===== src/rtl/sorted_insert_stack_assert.svh =====
// assertion macros for the sorted insert stack
`ifndef SORTED_INSERT_STACK_ASSERT_SVH
`define SORTED_INSERT_STACK_ASSERT_SVH

`ifndef SYNTH
`define SIS_CHECK(lbl, expr, msg) \
	lbl: assert property (@(posedge clk) disable iff (!arst_n) (expr)) else $error(msg);
`define SIS_CHECK_NEXT(lbl, ante, cons, msg) \
	lbl: assert property (@(posedge clk) disable iff (!arst_n) (ante) |=> (cons)) else $error(msg);
`else
`define SIS_CHECK(lbl, expr, msg)
`define SIS_CHECK_NEXT(lbl, ante, cons, msg)
`endif

`endif


===== src/rtl/sis_pkg.sv =====
// shared types and constants of the sorted insert stack
package sis_pkg;

	localparam int DEPTH   = 16;
	localparam int DATA_W  = 32;
	localparam int CNT_W   = $clog2(DEPTH + 1);
	localparam int COUNT_W = 5;
	localparam int IN_TDATA_W  = 32;
	localparam int OUT_TDATA_W = 72;

	typedef enum logic [1:0] {
		MODE_PUSH = 2'd0,
		MODE_POP  = 2'd1,
		MODE_PEEK = 2'd2
	} mode_t;

	typedef struct packed {
		logic                     push;
		logic                     pop;
		logic signed [DATA_W-1:0] value;
	} cell_ctrl_t;

endpackage


===== src/rtl/sis_cell.sv =====
// one slot of the sorted chain: holds a value, shifts down on push, up on pop
module sis_cell (
	input  logic                              clk,
	input  sis_pkg::cell_ctrl_t               ctrl,
	input  logic                              occ,
	input  logic                              prev_ge,
	input  logic signed [sis_pkg::DATA_W-1:0] prev_val,
	input  logic signed [sis_pkg::DATA_W-1:0] next_val,
	output logic                              ge,
	output logic signed [sis_pkg::DATA_W-1:0] val,
	output logic signed [sis_pkg::DATA_W-1:0] nxt
);
	import sis_pkg::*;

	logic signed [DATA_W-1:0] val_q;

	// stored value stays above a new equal value
	assign ge  = occ && (val_q >= ctrl.value);
	assign val = val_q;

	always_comb begin
		nxt = val_q;
		if (ctrl.push) begin
			if (ge) begin
				nxt = val_q;
			end else if (prev_ge) begin
				nxt = ctrl.value;
			end else begin
				nxt = prev_val;
			end
		end else if (ctrl.pop) begin
			nxt = next_val;
		end
	end

	always_ff @(posedge clk) begin
		if (ctrl.push || ctrl.pop) begin
			val_q <= nxt;
		end
	end

endmodule


===== src/rtl/sorted_insert_stack.sv =====
// top level of the sorted insert stack: chain of slots, fill count, result register
//
// Bounded max-priority queue of DEPTH signed 32-bit values, kept in descending order
// in a chain of slots with the largest on top. Each input item carries an operation
// in s_tuser (push, pop, peek) and a value in s_tdata. The block takes one item
// per clock cycle and presents its result in the cycle after acceptance; it keeps that
// rate as long as the result side takes items. Every slot compares its own value
// with the broadcast push value and all slots update in the same cycle, so a push
// or pop shifts the whole chain at once whatever the fill. Popping or peeking an
// empty stack, or pushing into a full one, flags error and leaves the contents alone.
// No clearing pass runs after reset; only fill count and output valid are cleared.
`include "sorted_insert_stack_assert.svh"

module sorted_insert_stack (
	input  logic                                clk,
	input  logic                                arst_n,
	input  logic                                s_tvalid,
	output logic                                s_tready,
	// value[31:0]
	input  logic [sis_pkg::IN_TDATA_W-1:0]      s_tdata,
	// mode[1:0]
	input  logic [1:0]                          s_tuser,
	output logic                                m_tvalid,
	input  logic                                m_tready,
	// taken_value[31:0], top_value[63:32], count[68:64], is_empty[69], error[70]
	output logic [sis_pkg::OUT_TDATA_W-1:0]     m_tdata
);
	import sis_pkg::*;

	logic                     acc;
	logic [CNT_W-1:0]         count_q;
	logic [CNT_W-1:0]         cnt_d;
	logic                     full;
	logic                     empty;
	logic                     do_push;
	logic                     do_pop;
	logic                     err_d;
	logic signed [DATA_W-1:0] taken_d;
	logic signed [DATA_W-1:0] top_d;
	cell_ctrl_t               ctrl;
	mode_t                    mode;

	logic signed [DATA_W-1:0] val  [DEPTH];
	logic signed [DATA_W-1:0] nxt  [DEPTH];
	logic                     ge   [DEPTH];

	logic                     m_tvalid_q;
	logic signed [DATA_W-1:0] taken_q;
	logic signed [DATA_W-1:0] top_q;
	logic [COUNT_W-1:0]       count_out_q;
	logic                     empty_q;
	logic                     err_q;

	assign s_tready = !m_tvalid_q || m_tready;
	assign acc      = s_tvalid && s_tready;
	assign full     = (count_q == CNT_W'(DEPTH));
	assign empty    = (count_q == '0);
	assign mode     = mode_t'(s_tuser);

	always_comb begin
		do_push = 1'b0;
		do_pop  = 1'b0;
		err_d   = 1'b0;
		taken_d = '0;
		cnt_d   = count_q;
		unique case (mode)
			MODE_PUSH: begin
				if (full) begin
					err_d = 1'b1;
				end else begin
					do_push = acc;
					cnt_d   = count_q + 1'b1;
				end
			end
			MODE_POP: begin
				if (empty) begin
					err_d = 1'b1;
				end else begin
					do_pop  = acc;
					taken_d = val[0];
					cnt_d   = count_q - 1'b1;
				end
			end
			MODE_PEEK: begin
				if (empty) begin
					err_d = 1'b1;
				end else begin
					taken_d = val[0];
				end
			end
			default: begin
				err_d = 1'b0;
			end
		endcase
	end

	assign ctrl.push  = do_push;
	assign ctrl.pop   = do_pop;
	assign ctrl.value = s_tdata[DATA_W-1:0];

	genvar i;
	generate
		for (i = 0; i < DEPTH; i++) begin : g_cell
			logic                     pge;
			logic signed [DATA_W-1:0] pval;
			logic signed [DATA_W-1:0] nval;

			if (i == 0) begin : g_head
				assign pge  = 1'b1;
				assign pval = '0;
			end else begin : g_body
				assign pge  = ge[i-1];
				assign pval = val[i-1];
			end

			if (i == DEPTH - 1) begin : g_tail
				assign nval = '0;
			end else begin : g_mid
				assign nval = val[i+1];
			end

			sis_cell u_cell (
				.clk      (clk),
				.ctrl     (ctrl),
				.occ      (CNT_W'(i) < count_q),
				.prev_ge  (pge),
				.prev_val (pval),
				.next_val (nval),
				.ge       (ge[i]),
				.val      (val[i]),
				.nxt      (nxt[i])
			);
		end
	endgenerate

	assign top_d = (cnt_d == '0) ? '0 : nxt[0];

	always_ff @(posedge clk or negedge arst_n) begin
		if (!arst_n) begin
			count_q    <= '0;
			m_tvalid_q <= 1'b0;
		end else begin
			if (acc) begin
				count_q <= cnt_d;
			end
			if (s_tready) begin
				m_tvalid_q <= s_tvalid;
			end
		end
	end

	always_ff @(posedge clk) begin
		if (acc) begin
			taken_q     <= taken_d;
			top_q       <= top_d;
			count_out_q <= COUNT_W'(cnt_d);
			empty_q     <= (cnt_d == '0);
			err_q       <= err_d;
		end
	end

	assign m_tvalid = m_tvalid_q;
	assign m_tdata  = {1'b0, err_q, empty_q, count_out_q, top_q, taken_q};

	`SIS_CHECK(a_count_bound, count_q <= CNT_W'(DEPTH), "fill count above depth")
	`SIS_CHECK_NEXT(a_push_count, acc && do_push, count_q == $past(count_q) + 1'b1, "push count")
	`SIS_CHECK_NEXT(a_err_hold, acc && err_d, count_q == $past(count_q), "error changed count")

	generate
		for (i = 0; i < DEPTH - 1; i++) begin : g_chk
			`SIS_CHECK(a_sorted, !(CNT_W'(i + 1) < count_q) || (val[i] >= val[i+1]), "order broken")
		end
	endgenerate

endmodule


===== config.mk =====
export PLATFORM = sky130hd
export DESIGN_NAME = sorted_insert_stack
export DESIGN_NICKNAME = d
export VERILOG_FILES = /design/src/rtl/sis_pkg.sv /design/src/rtl/sis_cell.sv /design/src/rtl/sorted_insert_stack.sv
export VERILOG_INCLUDE_DIRS = /design/src /design/src/rtl
export SDC_FILE = /design/constraint.sdc
export NUM_CORES = 2
export LEC_CHECK = 0
export BUFFER_PORTS_ARGS = -buffer_cell sky130_fd_sc_hd__buf_4
export CORE_MARGIN = 2
export CORE_UTILIZATION = 65
export CTS_BUF_LIST = sky130_fd_sc_hd__clkbuf_4 sky130_fd_sc_hd__clkbuf_8
export CTS_CLUSTER_SIZE = 12
export DETAILED_ROUTE_END_ITERATION = 8
export HOLD_SLACK_MARGIN = 0.03
export PLACE_DENSITY = 0.85
export SLEW_MARGIN = 40
export SYNTH_ARGS = -nofsm -noshare
export SYNTH_HDL_FRONTEND = slang
export SYNTH_SLANG_ARGS = --single-unit
export TNS_END_PERCENT = 30

===== constraint.sdc =====
create_clock -name clk -period 5.47 [get_ports clk]
set_input_delay 0.8205 -clock clk [delete_from_list [all_inputs] [get_ports clk]]
set_output_delay 0.8205 -clock clk [all_outputs]
set_load 0.01 [all_outputs]

==> results.md <==
* Setup TNS at 0 ns
* Clk pin slew, worst setup/hold paths at 0.06 ns
* Starting DRT DRC Count at 4,851
* Crit start category: flop
* Slew Limit Fails at 0
* Average cell area after synthesis at 10.9 sq um
* TritonCTS Sinks at 589
* Clock Skews at 0.0381 ns
* Distinct cells, synth at 77
* Yosys warning count at 0
* CTS buffer count at 99
* Simple-gate share of the synthesized area at 10.8%
* Die area at 62,800 sq um
* CTS tree: done
* Slowest-stage cell, CP: nor3_4
* # setup viols final at 0
* WS Path Type: flop to flop
* Slew margin rel. at 40.5%
* Cell taking the most area after synthesis: edfxtp_1
* XOR/XNOR Fraction of Synth Area at 0.0665%
* Pre-antenna DRT Iters at 7
* Post-synth EDFFs at 583
* Final #Nets at 4,273
* Layout filler cell count at 4,141
* Cell area after synthesis at 39,500 sq um
* Worst hold path class: primary input to flop
* Vias in the first global route at 31,800
* Clk Latency, worst-skew pair at 0.72 ns
* Hold_buf cts at 1
* Post-synthesis sequential area ratio at 44.7%
* GR Util All Layers at 37.4%
* Status: finished clean
* DR vias at 33,300
* RSZ-0062 raised after global routing: false
* CTS max path bufs at 3
* Main combinational cell family by area after synthesis: compound AO/OA/AOI/OAI gates
* Tmin final at 4.06 ns
* Total grt overflow at 0
* IO Count at 112
* Largest net degree at the start of global routing at 191
* Synth top area share at 44.3%
* Post-synthesis compound-gate area fraction at 20.0%
* Mapped Nets at 4,188
* Slew @ Worst Pin at 0.884 ns
* H-Tree Level Count at 3
* Max Cap Viol at 0
* Initial antenna violation count at 3
* Ys flop type: edfxtp_1
* Synth area leaders: edfxtp_1 (44%), ha_1 (16%), a221o_1 (8.9%)
* Dpl hpwl at 88,100 um
* Clock root buffer: clkbuf_8
* Pleak at 17.2 nW
* F_max at 246 MHz
* Final period utilization at 74.2%
* Share of synthesized flip-flops with an asynchronous set or reset at 1.02%
* Power Total at 14.4 mW
* Vias per cell at 7.28
* First-pass GRT wire length at 183,000 um
* Commonest cells in the netlist: edfxtp_1 (583), ha_1 (518), a21oi_1 (454)
* Starting Density at 65.6%
* CP peak stage delay at 0.63 ns
* Cts repair resizes at 0
* Req. time, crit path at 5.90 ns
* Gp weighted congestion at 0.952
* Core box area at 60,200 sq um
* Post-Synth Adder-Cell Area at 16.4%
* DRC viols at 0
* Mux contribution to synthesized area at 4.99%
* Row cnt at 90
* Worst EP arrival at 4.49 ns
* Die Y at 251 um
* Worst-path cell chain: buf_4 -> nor3_4 -> nand2_2 -> nand2_2 -> a31oi_1 -> or3_1 -> nor3_4 -> buf_4 -> nor3_1 -> a221o_1
* PortBufs at 110
* Area growth syn-to-layout at 10.2%
* Layout cells sized above 1 at 11.3%
* Final Hold Viols at 0
* Yosys reg bits at 589
* Die X at 251 um
* Postcts setup bufs at 0
* Final ANT Viol Nets at 0
* Worst VDD drop at 0.000182 V
* Pwr Density at 330 nW/um^2
* Routed WL at 119,000 um
* Critical Path Sink Type: flop
* Syn Inst Count at 3,632
* Most common cell in the synthesized netlist: edfxtp_1
* Mean routed wirelength per cell at 26.1 um
* Critical path fanouts, max at 33
==> per-stage QoR <==
stage | cells | instance area, sq um | setup WS [ns] | hold WS, ns | util, %
2_1_floorplan | 3632 | 39500 | 0.593 | 0.525 | -
3_3_place_gp | 4394 | 41600 | 0.792 | 0.518 | 69.0
3_5_place_dp | 4396 | 41600 | 0.724 | 0.533 | 69.0
4_1_cts | 4569 | 43500 | 1.42 | 0.288 | 72.2
5_1_grt | 4573 | 43600 | 1.25 | 0.325 | 72.3
6_report | 4573 | 43600 | 1.41 | 0.316 | 72.3
==> worst max-delay path: cells and delay by family, from the launching register on <==
family                 cells  cell delay (ns)
and+or+nand+nor            6             2.32
buffers and inverters      2             0.61
DFF                        1             0.37
AOI/OAI and AO/OA          2             0.45
==> placed cells by master, fill, tap and decap left out, drive strengths merged, types with 23 or more instances in the layout <==
| cell | instances |
|---|---|
| a21o | 58 |
| buf | 218 |
| nand3 | 23 |
| nand2 | 229 |
| clkbuf | 141 |
| nor3 | 85 |
| a221o | 353 |
| nand4 | 99 |
| clkinv | 28 |
| o21ai | 108 |
| and3 | 37 |
| nor2 | 318 |
| mux2i | 195 |
| a21oi | 456 |
| inv | 71 |
| ha | 518 |
| nor2b | 54 |
| o211ai | 23 |
| edfxtp | 583 |
==> power by group <==
group | internal (mW) | total (mW) | switching [mW]
sequential | 5.56 | 5.91 | 0.347
clock | 2.13 | 3.99 | 1.86
combinational | 1.69 | 4.47 | 2.78
==> final cells by class <==
type                    instances  area [sq um]  share of cell area, %
multi-input cells            2736         20900                   48.0
flip-flops and latches        589         17700                   40.5
repair buffers                219          1810                   4.15
clock buffers                 141          1700                   3.91
well taps                     782           978                   2.25
inverters                      72           272                  0.623
clock inverters                31           216                  0.497
diodes                          3          7.51                 0.0172
==> layer usage <==
| layer | global-route usage [%] | part of all wire [%] |
|---|---|---|
| met5 | 0 | 0 |
| met4 | 18.9 | 5.3 |
| met3 | 7.01 | 12 |
| met2 | 58.3 | 45 |
| met1 | 50.3 | 38 |
==> state kept, by name, summed over array words and instances, names as in the netlist <==
signal	cells
top_q	32
err_q	1
empty_q	1
count_q	5
count_out_q	5
g_cell.u_cell.val	512
m_tvalid	1
taken_q	32
==> cells by family (layout without fill, tap and decap cells) <==
| family | after synthesis | after routing |
|---|---|---|
| AOI/OAI and AO/OA | 1110 | 1110 |
| xor gates and xnor gates | 3 | 3 |
| adders and majority gates | 518 | 518 |
| buffers and inverters | 307 | 463 |
| DFF | 589 | 589 |
| muxes | 197 | 197 |
| other | 1 | 4 |
| and+or+nand+nor | 907 | 907 |
==> worst paths after layout <==
| check | to | depth (start not counted) | start | slack [ns] |
|---|---|---|---|---|
| min | m_tvalid | 2 | s_tvalid | 0.32 |
| max reg2reg | top_q[12] | 10 | count_q[4] | 1.41 |
| max | top_q[12] | 10 | count_q[4] | 1.41 |
| max in group asynchronous | count_q[0] | 2 | arst_n | 4.90 |
| min in group asynchronous | count_q[1] | 2 | arst_n | 0.46 |
| min reg2reg | m_tvalid | 2 | m_tvalid | 0.56 |
No activity file was read; power rests on OpenSTA's default activity.
